### src/sv/ssma_pkg.sv
// Shared types and constants of the stable-sample moving average.
package ssma_pkg;

    localparam int NOISE_W = 10;
    localparam int MATCH_W = 4;
    localparam int OUT_W   = 14;
    localparam int APB_AW  = 3;
    localparam int APB_DW  = 32;

    localparam logic [NOISE_W-1:0] NOISE_RST = 10'd3;
    localparam logic [MATCH_W-1:0] MATCH_RST = 4'd3;

    // Register index, taken from paddr[2].
    typedef enum logic {
        REG_NOISE = 1'b0,
        REG_MATCH = 1'b1
    } t_reg_idx;

    typedef struct packed {
        logic [NOISE_W-1:0] noise_thr;
        logic [MATCH_W-1:0] required_matches;
    } t_cfg;

endpackage

### src/sv/ssma_cfg.sv
// APB register file holding the noise level and the required match count.
module ssma_cfg
    import ssma_pkg::*;
(
    input  logic              i_clk,
    input  logic              i_rst_n,
    input  logic              psel,
    input  logic              penable,
    input  logic              pwrite,
    input  logic [APB_AW-1:0] paddr,
    input  logic [APB_DW-1:0] pwdata,
    output logic [APB_DW-1:0] prdata,
    output logic              pready,
    output t_cfg              o_cfg
);

    t_cfg     r_cfg;
    t_reg_idx w_idx;
    logic     w_wr;

    assign pready = 1'b1;
    assign w_idx  = t_reg_idx'(paddr[2]);
    assign w_wr   = psel && penable && pwrite && pready;

    always_ff @(posedge i_clk) begin
        if (!i_rst_n) begin
            r_cfg.noise_thr        <= NOISE_RST;
            r_cfg.required_matches <= MATCH_RST;
        end else if (w_wr) begin
            unique case (w_idx)
                REG_NOISE: r_cfg.noise_thr        <= pwdata[NOISE_W-1:0];
                REG_MATCH: r_cfg.required_matches <= pwdata[MATCH_W-1:0];
                default:   r_cfg                  <= r_cfg;
            endcase
        end
    end

    always_comb begin
        unique case (w_idx)
            REG_NOISE: prdata = APB_DW'(r_cfg.noise_thr);
            REG_MATCH: prdata = APB_DW'(r_cfg.required_matches);
            default:   prdata = '0;
        endcase
    end

    assign o_cfg = r_cfg;

endmodule

### src/sv/ssma_core.sv
// Input register, debounce state, ring and running sum.
module ssma_core
    import ssma_pkg::*;
#(
    parameter int RING_DEPTH  = 10,
    parameter int SAMPLE_BITS = 10,
    parameter int SUM_W       = SAMPLE_BITS + $clog2(RING_DEPTH)
) (
    input  logic                   i_clk,
    input  logic                   i_rst_n,
    input  t_cfg                   i_cfg,
    input  logic                   i_valid,
    output logic                   o_ready,
    input  logic [SAMPLE_BITS-1:0] i_sample,
    output logic                   o_valid,
    input  logic                   i_ready,
    output logic [SUM_W-1:0]       o_sum,
    output logic                   o_stored
);

    localparam int WP_W  = $clog2(RING_DEPTH);
    localparam int CMP_W = (SAMPLE_BITS > NOISE_W) ? SAMPLE_BITS : NOISE_W;

    logic                   r_in_valid;
    logic [SAMPLE_BITS-1:0] r_in_sample;
    logic [SAMPLE_BITS-1:0] r_cand, n_cand;
    logic [MATCH_W-1:0]     r_count, n_count;
    logic [SAMPLE_BITS-1:0] r_ring [RING_DEPTH];
    logic [WP_W-1:0]        r_wptr, n_wptr;
    logic [SUM_W-1:0]       r_sum, n_sum;
    logic                   r_mid_valid;
    logic [SUM_W-1:0]       r_mid_sum;
    logic                   r_mid_stored;

    logic                   w_go;
    logic                   w_mid_ready;
    logic [SAMPLE_BITS-1:0] w_diff;
    logic                   w_match;
    logic [MATCH_W-1:0]     w_cnt_inc;
    logic                   w_commit;

    assign w_mid_ready = !r_mid_valid || i_ready;
    assign w_go        = r_in_valid && w_mid_ready;
    assign o_ready     = !r_in_valid || w_mid_ready;

    always_comb begin
        w_diff    = (r_cand >= r_in_sample) ? (r_cand - r_in_sample) : (r_in_sample - r_cand);
        w_match   = (r_count != '0) && (CMP_W'(w_diff) < CMP_W'(i_cfg.noise_thr));
        w_cnt_inc = r_count + MATCH_W'(1);
        w_commit  = w_match && (w_cnt_inc >= i_cfg.required_matches);

        n_cand  = r_cand;
        n_count = r_count;
        n_wptr  = r_wptr;
        n_sum   = r_sum;
        priority if (!w_match) begin
            // Empty count or a mismatch: restart on this sample.
            n_cand  = r_in_sample;
            n_count = MATCH_W'(1);
        end else if (w_commit) begin
            n_count = '0;
            n_sum   = r_sum - SUM_W'(r_ring[r_wptr]) + SUM_W'(r_cand);
            n_wptr  = (r_wptr == WP_W'(RING_DEPTH - 1)) ? '0 : r_wptr + WP_W'(1);
        end else begin
            n_count = w_cnt_inc;
        end
    end

    always_ff @(posedge i_clk) begin
        if (!i_rst_n) begin
            r_in_valid  <= 1'b0;
            r_mid_valid <= 1'b0;
            r_cand      <= '0;
            r_count     <= '0;
            r_wptr      <= '0;
            r_sum       <= '0;
            for (int i = 0; i < RING_DEPTH; i++) begin
                r_ring[i] <= '0;
            end
        end else begin
            if (o_ready) begin
                r_in_valid <= i_valid;
            end
            if (w_mid_ready) begin
                r_mid_valid <= w_go;
            end
            if (w_go) begin
                r_cand  <= n_cand;
                r_count <= n_count;
                r_wptr  <= n_wptr;
                r_sum   <= n_sum;
                if (w_commit) begin
                    r_ring[r_wptr] <= r_cand;
                end
            end
        end
    end

    always_ff @(posedge i_clk) begin
        if (o_ready && i_valid) begin
            r_in_sample <= i_sample;
        end
        if (w_go) begin
            r_mid_sum    <= n_sum;
            r_mid_stored <= w_commit;
        end
    end

    assign o_valid  = r_mid_valid;
    assign o_sum    = r_mid_sum;
    assign o_stored = r_mid_stored;

    a_wptr_range: assert property (@(posedge i_clk) disable iff (!i_rst_n)
        r_wptr <= WP_W'(RING_DEPTH - 1))
        else $error("ring write pointer out of range");

    a_commit_clears: assert property (@(posedge i_clk) disable iff (!i_rst_n)
        w_go && w_commit |=> r_count == '0 && r_mid_stored)
        else $error("commit did not clear the match count");

    a_restart_one: assert property (@(posedge i_clk) disable iff (!i_rst_n)
        w_go && !w_match |=> r_count == MATCH_W'(1) && !r_mid_stored)
        else $error("restart did not set the count to one");

    a_sum_moves_on_commit: assert property (@(posedge i_clk) disable iff (!i_rst_n)
        w_go && !w_commit |=> $stable(r_sum))
        else $error("running sum changed without a commit");

endmodule

### src/sv/ssma_avg.sv
// Output stage: average by reciprocal multiply, result register.
module ssma_avg
    import ssma_pkg::*;
#(
    parameter int RING_DEPTH  = 10,
    parameter int SAMPLE_BITS = 10,
    parameter int SUM_W       = SAMPLE_BITS + $clog2(RING_DEPTH)
) (
    input  logic             i_clk,
    input  logic             i_rst_n,
    input  logic             i_valid,
    output logic             o_ready,
    input  logic [SUM_W-1:0] i_sum,
    input  logic             i_stored,
    output logic             o_valid,
    input  logic             i_ready,
    output logic [OUT_W-1:0] o_window_sum,
    output logic [OUT_W-1:0] o_average_q4,
    output logic             o_stored
);

    // floor(16*sum/D) = floor(sum*M / 2^(K-4)) with M = ceil(2^K/D); exact for
    // K >= width(16*sum) + log2(D).
    localparam int          K    = SUM_W + 4 + $clog2(RING_DEPTH);
    localparam int          M_W  = K + 1;
    localparam longint      M    = ((64'd1 << K) + RING_DEPTH - 1) / RING_DEPTH;
    localparam int          P_W  = SUM_W + M_W;

    logic [P_W-1:0]   w_prod;
    logic             r_valid;
    logic [OUT_W-1:0] r_sum;
    logic [OUT_W-1:0] r_avg;
    logic             r_stored;

    assign w_prod  = P_W'(i_sum) * P_W'(M_W'(M));
    assign o_ready = !r_valid || i_ready;

    always_ff @(posedge i_clk) begin
        if (!i_rst_n) begin
            r_valid <= 1'b0;
        end else if (o_ready) begin
            r_valid <= i_valid;
        end
    end

    always_ff @(posedge i_clk) begin
        if (o_ready && i_valid) begin
            r_sum    <= OUT_W'(i_sum);
            r_avg    <= w_prod[K-4 +: OUT_W];
            r_stored <= i_stored;
        end
    end

    assign o_valid      = r_valid;
    assign o_window_sum = r_sum;
    assign o_average_q4 = r_avg;
    assign o_stored     = r_stored;

    a_take_word: assert property (@(posedge i_clk) disable iff (!i_rst_n)
        i_valid && o_ready |=> r_valid)
        else $error("accepted word not presented");

    a_avg_bound: assert property (@(posedge i_clk) disable iff (!i_rst_n)
        r_valid && (RING_DEPTH >= 16) |-> r_avg <= r_sum)
        else $error("average exceeds sum for a deep ring");

    a_zero_sum: assert property (@(posedge i_clk) disable iff (!i_rst_n)
        r_valid && r_sum == '0 && (SUM_W <= OUT_W) |-> r_avg == '0)
        else $error("nonzero average of an empty sum");

endmodule

### src/sv/stable_sample_moving_average.sv
// A word accepted into the input register passes the middle register, then the output result register.
// Throughput: one word per cycle while the output is not stalled, set by the combinational state update loop
// (match test, ring read and running-sum add) between input and middle register.
// The average uses one registered reciprocal multiply in the output stage.
// Synchronous active-low reset clears the candidate, count, ring, pointer and sum
// and sets noise level and required matches to 3; no clearing pass is needed.
module stable_sample_moving_average
    import ssma_pkg::*;
#(
    parameter int RING_DEPTH  = 10,
    parameter int SAMPLE_BITS = 10
) (
    input  logic                                 i_clk,
    input  logic                                 i_rst_n,
    input  logic                                 psel,
    input  logic                                 penable,
    input  logic                                 pwrite,
    input  logic [APB_AW-1:0]                    paddr,
    input  logic [APB_DW-1:0]                    pwdata,
    output logic [APB_DW-1:0]                    prdata,
    output logic                                 pready,
    input  logic                                 i_s_tvalid,
    output logic                                 o_s_tready,
    // Fields from bit 0: adc_sample, zero padding.
    input  logic [((SAMPLE_BITS + 7) / 8) * 8-1:0] i_s_tdata,
    output logic                                 o_m_tvalid,
    input  logic                                 i_m_tready,
    // Fields from bit 0: window_sum, average_q4, zero padding.
    output logic [31:0]                          o_m_tdata,
    // Fields from bit 0: stored.
    output logic                                 o_m_tuser
);

    localparam int SUM_W = SAMPLE_BITS + $clog2(RING_DEPTH);

    t_cfg             w_cfg;
    logic             w_mid_valid;
    logic             w_mid_ready;
    logic [SUM_W-1:0] w_mid_sum;
    logic             w_mid_stored;
    logic [OUT_W-1:0] w_window_sum;
    logic [OUT_W-1:0] w_average_q4;

    ssma_cfg u_cfg (
        .i_clk   (i_clk),
        .i_rst_n (i_rst_n),
        .psel    (psel),
        .penable (penable),
        .pwrite  (pwrite),
        .paddr   (paddr),
        .pwdata  (pwdata),
        .prdata  (prdata),
        .pready  (pready),
        .o_cfg   (w_cfg)
    );

    ssma_core #(
        .RING_DEPTH  (RING_DEPTH),
        .SAMPLE_BITS (SAMPLE_BITS),
        .SUM_W       (SUM_W)
    ) u_core (
        .i_clk    (i_clk),
        .i_rst_n  (i_rst_n),
        .i_cfg    (w_cfg),
        .i_valid  (i_s_tvalid),
        .o_ready  (o_s_tready),
        .i_sample (i_s_tdata[SAMPLE_BITS-1:0]),
        .o_valid  (w_mid_valid),
        .i_ready  (w_mid_ready),
        .o_sum    (w_mid_sum),
        .o_stored (w_mid_stored)
    );

    ssma_avg #(
        .RING_DEPTH  (RING_DEPTH),
        .SAMPLE_BITS (SAMPLE_BITS),
        .SUM_W       (SUM_W)
    ) u_avg (
        .i_clk        (i_clk),
        .i_rst_n      (i_rst_n),
        .i_valid      (w_mid_valid),
        .o_ready      (w_mid_ready),
        .i_sum        (w_mid_sum),
        .i_stored     (w_mid_stored),
        .o_valid      (o_m_tvalid),
        .i_ready      (i_m_tready),
        .o_window_sum (w_window_sum),
        .o_average_q4 (w_average_q4),
        .o_stored     (o_m_tuser)
    );

    assign o_m_tdata = {4'b0000, w_average_q4, w_window_sum};

endmodule
### config.mk
export PLATFORM = sky130hd
export DESIGN_NAME = stable_sample_moving_average
export DESIGN_NICKNAME = d
export VERILOG_FILES = /design/src/sv/ssma_pkg.sv /design/src/sv/ssma_cfg.sv /design/src/sv/ssma_core.sv /design/src/sv/ssma_avg.sv /design/src/sv/stable_sample_moving_average.sv
export SDC_FILE = /design/constraint.sdc
export NUM_CORES = 1
export LEC_CHECK = 0
export BUFFER_PORTS_ARGS = -buffer_cell sky130_fd_sc_hd__buf_2
export CORE_ASPECT_RATIO = 1.5
export CORE_MARGIN = 4
export CORE_UTILIZATION = 35
export DETAILED_ROUTE_END_ITERATION = 12
export GPL_ROUTABILITY_DRIVEN = 0
export PLACE_DENSITY = 0.6
export SKIP_CTS_REPAIR_TIMING = 1
export SYNTH_ARGS = -nofsm -noshare
export SYNTH_HDL_FRONTEND = slang
export SYNTH_SLANG_ARGS = --single-unit
### constraint.sdc
create_clock -name i_clk -period 6.22 [get_ports i_clk]
set_input_delay 0.311 -clock i_clk [delete_from_list [all_inputs] [get_ports i_clk]]
set_output_delay 0.311 -clock i_clk [all_outputs]
set_load 0.01 [all_outputs]
==> impl_metrics.json <==
{
  "antenna_found_initial": 1,
  "grt_pass1_wl_um": 62700,
  "remaining_drc_errors": 0,
  "synth_simple_gate_area_share_pct": 9.32,
  "path_cells": "ha_1 > fa_1 > inv_1 > fa_1 > fa_1 > fa_1 > fa_1 > inv_1 > ha_1 > a211oi_1 > o21ai_0 > a311oi_1 > nand3_1 > o31a_1 > a31o_2 > xnor2_1",
  "hpwlAfterDp_um": 31200,
  "cts-root-buf": "clkbuf_16",
  "io_pins": 126,
  "synth-adder-area-share_pct": 21.1,
  "critical-path-top-delay-family": "adder cells",
  "nFillCells": 4506,
  "outcome": "finished with violations",
  "yosysUniqueCellTypes": 66,
  "async_flop_share_pct": 0,
  "timing.final.hold_violations": 2,
  "fin_crit_ns": 5.95,
  "crit_fanout": 7,
  "critPathMaxStageDelay_ns": 0.59,
  "maxUsedRoutingLayer": "met4",
  "cp-start-kind": "flop",
  "power.density_mw_per_mm2": 308,
  "synth_top_family_by_area": "adder cells",
  "via_count": 10700,
  "syn_area_mm2": 0.0166,
  "yosys_warnings": 0,
  "ant_nets": 0,
  "totalWireLength_um": 40600,
  "cts_sinks": 267,
  "core_mm2": 0.0468,
  "place_area_mm2": 0.0177,
  "ys_seq_area_share_pct": 45.0,
  "final_nets": 1824,
  "muxShareOfSynthArea_pct": 8.05,
  "tightest_slew_ns": 0.979,
  "rsz0062_at_grt": "no",
  "wire_per_inst_um": 18.9,
  "fin_skew_ns": 0.0165,
  "cts_buffers": 29,
  "insertion_delay_ns": 0.56,
  "ir_drop_mv": 0.148,
  "crit_arrival_ns": 6.24,
  "max_freq_mhz": 168,
  "stdcell_area_mm2": 0.0188,
  "synthToLayoutAreaGrowth_pct": 13.0,
  "cts_max_level": 1,
  "synth_compound_area_share_pct": 7.32,
  "syn_area_per_cell_um2": 11.7,
  "die_h_um": 275,
  "fin_tns_setup_ns": 0,
  "dr.pass1.iters": 5,
  "critPathKind": "flop to flop",
  "drive_gt1_share_pct": 15.0,
  "vias_per_cell": 4.99,
  "start_util_pct": 35.5,
  "cpMaxStageDelayCell": "fa_1",
  "p_leak_nw": 7.52,
  "grt_max_degree": 44,
  "synth_xor_area_share_pct": 1.95,
  "synth_flop_cell": "edfxtp_1",
  "wl_met3_um": 1510,
  "required_ns": 6.52,
  "cp_num_buf_inv": 2,
  "worst_hold_slack_ns": -0.00410,
  "drt_iter0_markers": 614,
  "max_cap_viol_count": 0,
  "violations": "negative hold slack",
  "setup_viol": 0,
  "synth_most_common_cell": "edfxtp_1",
  "synth_common_cells": "edfxtp_1, inv_1, nor2_1",
  "synth_area_leaders": "edfxtp_1, ha_1, fa_1",
  "synth_top_area_share_pct": 38.6,
  "rows": 97,
  "ys_ff_latch": 267,
  "grt_usage_pct": 16.0,
  "gr-total-overflow": 0,
  "netlist_instances": 1428,
  "grt_pass1_vias": 11200,
  "min_path_type": "input port to flop",
  "ctsLongestPathBuffers": 3,
  "path_clk_slew_ns": 0.06,
  "yosysTopAreaCell": "edfxtp_1",
  "port_buffers": 68,
  "tritoncts": "done",
  "end_kind": "flop",
  "slew_headroom_pct": 34.6,
  "met2_length_um": 22400,
  "synth_edf_count": 214,
  "die_w_um": 186,
  "cp_common_cell": "fa_1",
  "dieArea_mm2": 0.0512,
  "slew_violations": 0,
  "final.period_utilization_pct": 95.6,
  "met1_length_um": 14300
}
## kinds of logic (layout without fill, tap and decap cells)
| logic type | Yosys count | in the layout |
|---|---|---|
| AOI/OAI and AO/OA | 189 | 189 |
| DFF | 267 | 267 |
| xor gates and xnor gates | 37 | 37 |
| and+or+nand+nor | 347 | 347 |
| adders and majority gates | 232 | 232 |
| buffers and inverters | 283 | 382 |
| muxes | 71 | 71 |
| other | 2 | 28 |
## worst paths after layout
path	start	to	slack, ns	cells past startpoint
setup / recovery	u_core.o_sum[9]	u_avg.o_average_q4[13]	0.27	16
hold / removal	pwdata[7]	u_cfg.o_cfg[11]	-0.004	3
setup reg to reg	u_core.o_sum[9]	u_avg.o_average_q4[13]	0.27	16
hold reg to reg	u_core.r_sum[2]	u_core.r_sum[2]	0.45	2
## routing by layer
metal / vias to the layer above / global-route usage [%]
met5: - / 0
met2: 260 / 30.4
met4: 0 / 8.31
met3: 97 / 2.04
li1: 5110 / -
met1: 5256 / 16.9
## per-stage QoR
| stage | worst slack, ns | util (%) | total power [mW] | cells | hold slack [ns] |
|---|---|---|---|---|---|
| 3_5_place_dp | 0.199 | 37.9 | 4.15 | 2084 | 0.446 |
| 3_3_place_gp | 0.321 | 37.9 | 4.11 | 2084 | 0.443 |
| 2_1_floorplan | 0.727 | - | 3.65 | 1453 | 0.400 |
| 5_1_grt | 0.0338 | 40.1 | 6.21 | 2146 | 0.00438 |
| 4_1_cts | 0.173 | 39.8 | 5.84 | 2133 | -0.100 |
| 6_report | 0.274 | 40.1 | 5.80 | 2147 | -0.00410 |
## final cells by class
| type | instances | area [um2] | share of cell area (%) |
|---|---|---|---|
| antenna | 1 | 2.50 | 0.0133 |
| clock buffer | 31 | 733 | 3.90 |
| clock inverter | 18 | 165 | 0.878 |
| inverter | 213 | 800 | 4.25 |
| multi-input combinational | 903 | 8090 | 43.0 |
| sequential | 267 | 7490 | 39.8 |
| tap | 594 | 743 | 3.95 |
| timing repair buffer | 120 | 776 | 4.13 |
## flip-flops by register name (all words and copies together), names as in the netlist, named ones only
register            count
u_core.r_cand          10
u_avg.o_window_sum     14
u_core.r_ring         160
u_core.o_stored         1
u_avg.o_stored          1
u_avg.o_valid           1
u_core.r_count          4
u_cfg.o_cfg            14
u_core.r_wptr           4
u_avg.o_average_q4     14
u_core.o_valid          1
u_core.r_in_sample     10
u_core.r_sum           14
u_core.r_in_valid       1
u_core.o_sum           14
## layout by cell type (no fill, tap or decap), types with 38 or more instances in the layout
master	instances
edfxtp_1	214
inv_1	212
ha_1	151
nor2_1	142
nand2_1	95
fa_1	81
buf_2	68
a21oi_1	54
dfxtp_1	51
mux4_2	50
o21ai_0	39
buf_4	38
## where the power goes
| part | switching, mW | internal [mW] |
|---|---|---|
| logic | 1.18 | 0.859 |
| registers | 0.0382 | 2.05 |
| clock network | 0.725 | 0.938 |
## worst register-to-register path, cell delays in order (launching register included)
cell	delay [ns]
edfxtp_1	0.49
ha_1	0.43
fa_1	0.59
inv_1	0.06
fa_1	0.54
fa_1	0.45
fa_1	0.48
fa_1	0.49
inv_1	0.04
ha_1	0.37
a211oi_1	0.24
o21ai_0	0.11
a311oi_1	0.41
nand3_1	0.21
o31a_1	0.36
a31o_2	0.28
xnor2_1	0.13
(Power assumes the default switching activity.)
